**src/sv/tksi_pkg.sv**
```systemverilog
// ----------------------------------------------------------------------------
// tksi_pkg
// Shared widths, request codes and controller/datapath interface structs
// for the top-K sorted insertion table.
// ----------------------------------------------------------------------------
package tksi_pkg;

    localparam int SCORE_W = 31;
    localparam int LEVEL_W = 16;
    localparam int RANK_W  = 3;
    localparam int IDX_W   = 3;

    typedef logic [SCORE_W-1:0] score_t;
    typedef logic [LEVEL_W-1:0] level_t;
    typedef logic [RANK_W-1:0]  rank_t;
    typedef logic [IDX_W-1:0]   idx_t;

    localparam logic REQ_INSERT = 1'b0;
    localparam logic REQ_READ   = 1'b1;

    // controller -> datapath
    typedef struct packed {
        logic load;       // capture the incoming word, clear the result
        logic step;       // move the cursor one place toward the top
        logic shift_wr;   // copy the entry under the cursor one place down
        logic put_above;  // write the new record just below the cursor
        logic put_here;   // write the new record at the cursor
        logic capture_rd; // take the entry under the cursor as read result
        logic publish;    // copy the result into the output register
    } cmd_t;

    // datapath -> controller
    typedef struct packed {
        logic beats;      // new record strictly beats entry under cursor
        logic at_top;     // cursor at position 0
        logic at_bottom;  // cursor at the last position
    } status_t;

endpackage

```
**src/sv/tksi_ctrl.sv**
```systemverilog
// ----------------------------------------------------------------------------
// tksi_ctrl
// Sequencer for the sorted table: bottom-up probe and shift for inserts,
// single lookup for reads, and the output-register handshake.
// ----------------------------------------------------------------------------
module tksi_ctrl (
    input  logic               aclk,
    input  logic               aresetn,
    input  logic               s_valid,
    output logic               s_ready,
    input  logic               s_req_type,
    output logic               m_valid,
    input  logic               m_ready,
    input  tksi_pkg::status_t  status,
    output tksi_pkg::cmd_t     cmd
);

    localparam logic [2:0] S_IDLE  = 3'd0;
    localparam logic [2:0] S_PROBE = 3'd1;
    localparam logic [2:0] S_PLACE = 3'd2;
    localparam logic [2:0] S_READ  = 3'd3;
    localparam logic [2:0] S_DONE  = 3'd4;

    logic [2:0] state_reg, state_next;
    logic       out_valid_reg, out_valid_next;
    logic       out_free;

    assign out_free = !out_valid_reg || m_ready;
    assign s_ready  = (state_reg == S_IDLE);
    assign m_valid  = out_valid_reg;

    always_comb begin
        state_next = state_reg;
        cmd        = '0;
        unique case (state_reg)
            S_IDLE: begin
                if (s_valid) begin
                    cmd.load   = 1'b1;
                    state_next = (s_req_type == tksi_pkg::REQ_READ) ? S_READ : S_PROBE;
                end
            end
            S_PROBE: begin
                if (status.beats) begin
                    cmd.shift_wr = !status.at_bottom;
                    if (status.at_top) begin
                        state_next = S_PLACE;
                    end else begin
                        cmd.step = 1'b1;
                    end
                end else begin
                    // entry under the cursor holds: place below it, drop at the bottom
                    cmd.put_above = !status.at_bottom;
                    state_next    = S_DONE;
                end
            end
            S_PLACE: begin
                cmd.put_here = 1'b1;
                state_next   = S_DONE;
            end
            S_READ: begin
                cmd.capture_rd = 1'b1;
                state_next     = S_DONE;
            end
            S_DONE: begin
                if (out_free) begin
                    cmd.publish = 1'b1;
                    state_next  = S_IDLE;
                end
            end
            default: state_next = S_IDLE;
        endcase
    end

    always_comb begin
        out_valid_next = out_valid_reg;
        if (m_ready) begin
            out_valid_next = 1'b0;
        end
        if (cmd.publish) begin
            out_valid_next = 1'b1;
        end
    end

    always_ff @(posedge aclk) begin
        if (!aresetn) begin
            state_reg     <= S_IDLE;
            out_valid_reg <= 1'b0;
        end else begin
            state_reg     <= state_next;
            out_valid_reg <= out_valid_next;
        end
    end

endmodule

```
**src/sv/tksi_dp.sv**
```systemverilog
// ----------------------------------------------------------------------------
// tksi_dp
// Datapath: table memory with per-entry valid bits, scan cursor, key
// compare, result holding register and output register.
// ----------------------------------------------------------------------------
module tksi_dp #(
    parameter int ENTRIES = 8
) (
    input  logic                aclk,
    input  logic                aresetn,
    input  tksi_pkg::score_t    s_new_score,
    input  tksi_pkg::level_t    s_new_level,
    input  tksi_pkg::idx_t      s_read_index,
    input  logic                s_req_type,
    input  tksi_pkg::cmd_t      cmd,
    output tksi_pkg::status_t   status,
    output logic                m_placed,
    output tksi_pkg::rank_t     m_rank,
    output tksi_pkg::score_t    m_entry_score,
    output tksi_pkg::level_t    m_entry_level
);

    localparam int IW = (ENTRIES > 1) ? $clog2(ENTRIES) : 1;
    typedef logic [IW-1:0] pos_t;

    localparam pos_t LAST_POS = pos_t'(ENTRIES - 1);

    tksi_pkg::score_t mem_score [ENTRIES];
    tksi_pkg::level_t mem_level [ENTRIES];
    logic [ENTRIES-1:0] vld_reg;

    tksi_pkg::score_t rd_score_reg;
    tksi_pkg::level_t rd_level_reg;
    logic             rd_vld_reg;

    pos_t             cur_reg, cur_next;
    tksi_pkg::score_t new_score_reg;
    tksi_pkg::level_t new_level_reg;
    logic             idx_ok_reg;

    logic             res_placed_reg;
    tksi_pkg::rank_t  res_rank_reg;
    tksi_pkg::score_t res_score_reg;
    tksi_pkg::level_t res_level_reg;

    logic             m_placed_reg;
    tksi_pkg::rank_t  m_rank_reg;
    tksi_pkg::score_t m_score_reg;
    tksi_pkg::level_t m_level_reg;

    tksi_pkg::score_t ent_score;
    tksi_pkg::level_t ent_level;
    pos_t             cur_below;
    logic             we;
    pos_t             waddr;
    tksi_pkg::score_t wscore;
    tksi_pkg::level_t wlevel;

    // an entry never written reads as the reset value, zero
    assign ent_score = rd_vld_reg ? rd_score_reg : '0;
    assign ent_level = rd_vld_reg ? rd_level_reg : '0;
    assign cur_below = cur_reg + pos_t'(1);

    assign status.beats = (new_score_reg > ent_score) ||
                          ((new_score_reg == ent_score) && (new_level_reg > ent_level));
    assign status.at_top    = (cur_reg == '0);
    assign status.at_bottom = (cur_reg == LAST_POS);

    always_comb begin
        cur_next = cur_reg;
        if (cmd.load) begin
            cur_next = (s_req_type == tksi_pkg::REQ_READ) ? pos_t'(s_read_index) : LAST_POS;
        end else if (cmd.step) begin
            cur_next = cur_reg - pos_t'(1);
        end
    end

    assign we     = cmd.shift_wr || cmd.put_above || cmd.put_here;
    assign waddr  = cmd.put_here ? cur_reg : cur_below;
    assign wscore = cmd.shift_wr ? ent_score : new_score_reg;
    assign wlevel = cmd.shift_wr ? ent_level : new_level_reg;

    // table memory; read address follows the cursor so read data lines up
    always_ff @(posedge aclk) begin
        if (we) begin
            mem_score[waddr] <= wscore;
            mem_level[waddr] <= wlevel;
        end
        rd_score_reg <= mem_score[cur_next];
        rd_level_reg <= mem_level[cur_next];
        rd_vld_reg   <= vld_reg[cur_next];
    end

    always_ff @(posedge aclk) begin
        if (!aresetn) begin
            vld_reg <= '0;
        end else if (we) begin
            vld_reg[waddr] <= 1'b1;
        end
    end

    always_ff @(posedge aclk) begin
        if (!aresetn) begin
            cur_reg <= '0;
        end else begin
            cur_reg <= cur_next;
        end
    end

    always_ff @(posedge aclk) begin
        if (cmd.load) begin
            new_score_reg  <= s_new_score;
            new_level_reg  <= s_new_level;
            idx_ok_reg     <= (32'(s_read_index) < ENTRIES);
            res_placed_reg <= 1'b0;
            res_rank_reg   <= '0;
            res_score_reg  <= '0;
            res_level_reg  <= '0;
        end else if (cmd.put_above || cmd.put_here) begin
            res_placed_reg <= 1'b1;
            res_rank_reg   <= tksi_pkg::rank_t'(waddr);
        end else if (cmd.capture_rd && idx_ok_reg) begin
            res_score_reg  <= ent_score;
            res_level_reg  <= ent_level;
        end
    end

    always_ff @(posedge aclk) begin
        if (cmd.publish) begin
            m_placed_reg <= res_placed_reg;
            m_rank_reg   <= res_rank_reg;
            m_score_reg  <= res_score_reg;
            m_level_reg  <= res_level_reg;
        end
    end

    assign m_placed      = m_placed_reg;
    assign m_rank        = m_rank_reg;
    assign m_entry_score = m_score_reg;
    assign m_entry_level = m_level_reg;

endmodule

```
**src/sv/top_k_sorted_insert.sv**
```systemverilog
// ----------------------------------------------------------------------------
// top_k_sorted_insert
// Descending top-K table on a (score, level) key with insert and read words.
// ----------------------------------------------------------------------------
// Usage:
//   The s_ channel carries one request word: an insert (s_req_type 0) of
//   s_new_score/s_new_level, or a read (s_req_type 1) of s_read_index.
//   The m_ channel returns one word per request: m_placed/m_rank for an
//   insert, m_entry_score/m_entry_level for a read, other fields zero.
//   One request is handled at a time. A read looks up its entry and then
//   publishes it to the output register. An insert scans bottom-up, one
//   table position per cycle, and shifts lower entries on the way until
//   the record finds its place. The next word can be accepted once the
//   result moves into the output register.
//   The output register holds a finished word while m_ready is low; a
//   request accepted meanwhile is worked on, but its result waits for the
//   register to free, and s_ready stays low until it moves in.
//   Reset (aresetn low, synchronous) clears the per-entry valid bits, so the
//   table reads as all zeros at once, and empties the output register.
// ----------------------------------------------------------------------------
module top_k_sorted_insert #(
    parameter int ENTRIES = 8
) (
    input  logic                aclk,
    input  logic                aresetn,
    input  logic                s_valid,
    output logic                s_ready,
    input  logic                s_req_type,
    input  tksi_pkg::score_t    s_new_score,
    input  tksi_pkg::level_t    s_new_level,
    input  tksi_pkg::idx_t      s_read_index,
    output logic                m_valid,
    input  logic                m_ready,
    output logic                m_placed,
    output tksi_pkg::rank_t     m_rank,
    output tksi_pkg::score_t    m_entry_score,
    output tksi_pkg::level_t    m_entry_level
);

    tksi_pkg::cmd_t    cmd;
    tksi_pkg::status_t status;

    tksi_ctrl u_ctrl (
        .aclk       (aclk),
        .aresetn    (aresetn),
        .s_valid    (s_valid),
        .s_ready    (s_ready),
        .s_req_type (s_req_type),
        .m_valid    (m_valid),
        .m_ready    (m_ready),
        .status     (status),
        .cmd        (cmd)
    );

    tksi_dp #(
        .ENTRIES (ENTRIES)
    ) u_dp (
        .aclk          (aclk),
        .aresetn       (aresetn),
        .s_new_score   (s_new_score),
        .s_new_level   (s_new_level),
        .s_read_index  (s_read_index),
        .s_req_type    (s_req_type),
        .cmd           (cmd),
        .status        (status),
        .m_placed      (m_placed),
        .m_rank        (m_rank),
        .m_entry_score (m_entry_score),
        .m_entry_level (m_entry_level)
    );

`ifndef NO_ASSERTIONS
    // one word in flight: no accept in the cycle right after an accept
    a_one_in_flight: assert property (@(posedge aclk) disable iff (!aresetn)
        (s_valid && s_ready) |=> !s_ready)
        else $error("word accepted while previous one still in work");

    // a nonzero rank only comes with a placed record
    a_rank_needs_placed: assert property (@(posedge aclk) disable iff (!aresetn)
        (m_valid && !m_placed) |-> (m_rank == '0))
        else $error("rank reported without placement");

    // a placed insert result never carries entry data
    a_insert_no_entry: assert property (@(posedge aclk) disable iff (!aresetn)
        (m_valid && m_placed) |-> (m_entry_score == '0 && m_entry_level == '0))
        else $error("placed result carries entry data");

    // the controller never requests a shift and a place, or two places, together
    a_single_write: assert property (@(posedge aclk) disable iff (!aresetn)
        $countones({cmd.shift_wr, cmd.put_above, cmd.put_here}) <= 1)
        else $error("more than one table write requested");
`endif

endmodule
```
**config.mk**
```make
export PLATFORM = sky130hd
export DESIGN_NAME = top_k_sorted_insert
export DESIGN_NICKNAME = d
export VERILOG_FILES = /design/src/sv/tksi_pkg.sv /design/src/sv/tksi_ctrl.sv /design/src/sv/tksi_dp.sv /design/src/sv/top_k_sorted_insert.sv
export SDC_FILE = /design/constraint.sdc
export NUM_CORES = 1
export LEC_CHECK = 0
export BUFFER_PORTS_ARGS = -buffer_cell sky130_fd_sc_hd__buf_4
export CORE_MARGIN = 2
export CORE_UTILIZATION = 50
export DETAILED_ROUTE_END_ITERATION = 10
export GPL_ROUTABILITY_DRIVEN = 0
export PLACE_DENSITY_LB_ADDON = 0.08
export SLEW_MARGIN = 20
export SYNTH_ARGS = -nofsm -noshare
export SYNTH_HDL_FRONTEND = slang
export SYNTH_SLANG_ARGS = --single-unit
```
**constraint.sdc**
```tcl
create_clock -name aclk -period 6.03 [get_ports aclk]
set_input_delay 0.603 -clock aclk [delete_from_list [all_inputs] [get_ports aclk]]
set_output_delay 0.603 -clock aclk [all_outputs]
set_load 0.01 [all_outputs]
```
==> impl_metrics.csv <==
group,metric,value,unit
status,status,"finished clean",
drt,wirelength,56740,µm
layout,largest_reg_flops,248,
layout,nets,1812,
logic_synthesis,synth_top_family_by_area,"compound AO/OA/AOI/OAI gates",
timing,rsz0062_at_grt,"false",
drt,routed_via_density,5.882,
logic_synthesis,synth_adder_area_share,2.757,%
setup_path,crit_path_end_kind,"flip-flop",
pwr,comb_power_share,24.1,%
setup_path,cp-start-kind,"flip-flop",
logic_synthesis,compound_gate_fraction_of_synth_area,11.26,%
global_routing,grt.overflow.total,0,
logic_synthesis,synthArstFlopShare,0,%
clocking,cts.sink_count,588,
timing,min_period,5.203,ns
timing,setup_ws,0.8266,ns
logic_synthesis,yosysTopAreaCell,"sky130_fd_sc_hd__edfxtp_1",
pwr,p_seq_share,44.3,%
pwr,portion_of_total_power_attributed_to_the_clock_network,31.6,%
logic_synthesis,post_synth_and_or_nand_nor_area_fraction,9.516,%
pwr,power_report.internal_total,8087,µW
die,top_level_port_count,108,
die,core_area,0.04558,mm²
hold_path,holdCritPathClass,"primary input to flip-flop",
layout,regMostFlops,"u_dp.mem_score",
timing,final_layout_setup_total_negative_slack,0,ns
drt,routed_length_per_placed_instance,24.08,µm
logic_synthesis,yosys.area_share.xor_xnor,0.07569,%
global_routing,grt_pass1_wl,84900,µm
layout,postLayoutCoreUtil,58.19,%
pwr,max-vdd-ir-drop,0.0002616,V
logic_synthesis,yosys.cell_types.count,63,
timing,slew_viol_final,0,
layout,layout-drive-gt1-share,15.60,%
layout,syn_to_final_growth,14.59,%
timing,timing_worst_slew_pin_value,1.126,ns
pwr,power.share.switching,31.03,%
setup_path,critical_path_type,"flip-flop to flip-flop",
pwr,powerDensity,442.1,mW/mm²
logic_synthesis,yosys_warnings,0,
clocking,cts_setup_buffers,0,
die,die-width,219.1,µm
layout,final_common_cell,"sky130_fd_sc_hd__edfxtp_1",
pwr,power.switching,3639,µW
clocking,cts_resized,0,
layout,final_cell_mix,"sky130_fd_sc_hd__edfxtp_1 (474), sky130_fd_sc_hd__and3_1 (146), sky130_fd_sc_hd__buf_4 (134)",
run,maxCapViolations,0,
logic_synthesis,most_area_consuming_cells_after_synthesis,"sky130_fd_sc_hd__edfxtp_1 (62%), sky130_fd_sc_hd__dfxtp_1 (9.9%), sky130_fd_sc_hd__and3_1 (4.0%)",
global_routing,grt_start_max_net_pins,146,
clocking,cts.reportedPaths.clkPinSlew,0.06,ns
setup_path,cp.arrival,5.48,ns
setup_path,cp_cell_sequence,"buf_4 -> nand2_1 -> ha_1 -> nand4_1 -> or4_4 -> or2_4 -> nand4_1 -> o22ai_2 -> or3_2 -> buf_4 -> o21ai_0",
logic_synthesis,netlist_instances,1623,
pwr,power.leakage,0.009484,µW
global_routing,gr-usage-all-layers,23.90,%
die,initial_utilization,50.78,%
logic_synthesis,synth_top_area_share,61.51,%
global_routing,grt_antenna_before_repair,0,
layout,num_antenna_cells,0,
placement,buffer_ports.inserted,107,
placement,dp_hpwl,31270,µm
timing,fin_skew,0.02676,ns
timing,period_share,86.29,%
logic_synthesis,avgSynthCellArea,14.26,µm²
clocking,cts.root.buffer_cell,"sky130_fd_sc_hd__clkbuf_16",
setup_path,critPathRequiredTime,6.31,ns
logic_synthesis,synth_fp_nets,1729,
setup_path,worst-path-max-fanout,48,
setup_path,timing.critical_path.slowest_cell_delay,0.92,ns
drt,vias,13860,
timing,report.final.hold_viol_count,0,
clocking,holdBufCountCts,0,
clocking,cts_buffer_depth,3,
timing,maxSlewHeadroom,24.94,%
logic_synthesis,synth.mux.area_fraction,2.265,%
drt,detail_route.first_pass.iterations,5,
drt,route.antenna.remaining_nets,0,
logic_synthesis,synth_edf_count,474,
timing,final-setup-viol-count,0,
clocking,worstSkewPairLatency,0.62,ns
logic_synthesis,synthFlopType,"sky130_fd_sc_hd__edfxtp_1",
pwr,p_total,11730,µW
clocking,ctsHtreeMaxLevel,2,
clocking,tritoncts.num_buffers,59,
drt,drt_drc_violations_left,0,
logic_synthesis,synthesis.area,0.02314,mm²
logic_synthesis,seq_area_frac_synth,71.37,%
layout,layout_top_registers,"u_dp.mem_score x248, u_dp.mem_level x128",
die,floorplan.rows,78,
drt,detailedRoute.firstIterationViolations,1331,
global_routing,grt_pass1_vias,13690,
placement,placement.setup.worst_slack,0.8946,ns
die,die_area,0.04802,mm²
die,fp.dieH,219.1,µm
logic_synthesis,yosys_register_bits,588,
timing,max_freq,192.2,MHz
clocking,cts_tree,"yes",
setup_path,critPathSlowestCell,"sky130_fd_sc_hd__or3_2",
## synth_stat cells, types with 3 or more instances
master and instances:
sky130_fd_sc_hd__a22oi_1 3, sky130_fd_sc_hd__a21oi_1 70, sky130_fd_sc_hd__nor3b_1 3, sky130_fd_sc_hd__nand2b_1 4, sky130_fd_sc_hd__a211oi_1 98, sky130_fd_sc_hd__a2111oi_1 45, sky130_fd_sc_hd__buf_4 5, sky130_fd_sc_hd__o21ai_0 54
sky130_fd_sc_hd__dfxtp_1 114, sky130_fd_sc_hd__nand2_1 108, sky130_fd_sc_hd__and3_1 147, sky130_fd_sc_hd__clkbuf_1 73, sky130_fd_sc_hd__ha_1 51, sky130_fd_sc_hd__a2111oi_0 47, sky130_fd_sc_hd__nand3_1 4, sky130_fd_sc_hd__buf_6 12
sky130_fd_sc_hd__mux2i_1 49, sky130_fd_sc_hd__nor2_1 138, sky130_fd_sc_hd__a21o_1 6, sky130_fd_sc_hd__a31oi_1 3, sky130_fd_sc_hd__inv_1 12, sky130_fd_sc_hd__buf_2 21, sky130_fd_sc_hd__a2111oi_2 5, sky130_fd_sc_hd__buf_1 3
sky130_fd_sc_hd__or3_1 3, sky130_fd_sc_hd__nand4_1 11, sky130_fd_sc_hd__mux2_2 3, sky130_fd_sc_hd__edfxtp_1 474, sky130_fd_sc_hd__nor2b_1 4, sky130_fd_sc_hd__nor3_1 8
## cells by family after synthesis
logic type / Yosys count
multiplexers: 52
flip-flops: 588
AO/OA/AOI/OAI: 355
AND/OR/NAND/NOR: 447
adder cells (fa/ha/maj): 51
buffers and inverters: 128
XOR/XNOR: 2
## power groups by stage
stage | sequential (µW) | combinational (µW) | clock (µW)
CTS | 5190 | 2840 | 3770
floorplan | 5200 | 1960 | 0
finish | 5190 | 2830 | 3700
detailed placement | 5270 | 2830 | 0
global placement | 5280 | 2780 | 0
global route | 5230 | 3100 | 3920
## worst paths after layout
| path | start | cells past startpoint | to | slack (ns) |
|---|---|---|---|---|
| setup / recovery | u_dp.rd_vld_reg | 11 | u_dp.mem_level[1][5] | 0.83 |
| hold / removal | s_new_level[3] | 1 | u_dp.new_level_reg[3] | 0.15 |
| setup reg to reg | u_dp.rd_vld_reg | 11 | u_dp.mem_level[1][5] | 0.83 |
| hold reg to reg | u_dp.res_level_reg[9] | 0 | u_dp.m_entry_level[9] | 0.43 |
## layer usage
layer,vias to the layer above,GRT usage [%],share of wire [%]
li1,6493,-,-
met1,6890,32.07,43
met2,387,39.75,49
met3,89,4.352,5.9
met4,0,7.432,2.5
met5,-,0,0
## worst max-delay path: cells and delay by family, from the launching register on
kind                     cells  cell delay, ns
AND/OR/NAND/NOR              6            2.30
AO/OA/AOI/OAI                2            0.88
flip-flops                   1            0.51
adder cells (fa/ha/maj)      1            0.35
buffers and inverters        2            0.80
## final cells by class
class	instances	area (µm²)
clock inverter	32	316.6
inverter	12	47.55
tap	600	750.7
multi-input combinational	907	6117
timing repair buffer	138	1086
fill	3615	19060
sequential	588	16520
clock buffer	79	1684
## stage by stage
| step | hold slack, ns | cell area, µm² | std cells |
|---|---|---|---|
| floorplan | 0.4076 | 23140 | 1623 |
| detailed placement | 0.4171 | 24520 | 2245 |
| CTS | 0.1282 | 26520 | 2356 |
| finish | 0.1549 | 26520 | 2356 |
| global placement | 0.4145 | 24520 | 2245 |
| global route | 0.1380 | 26520 | 2356 |
Power figures use the tool's default switching activity.
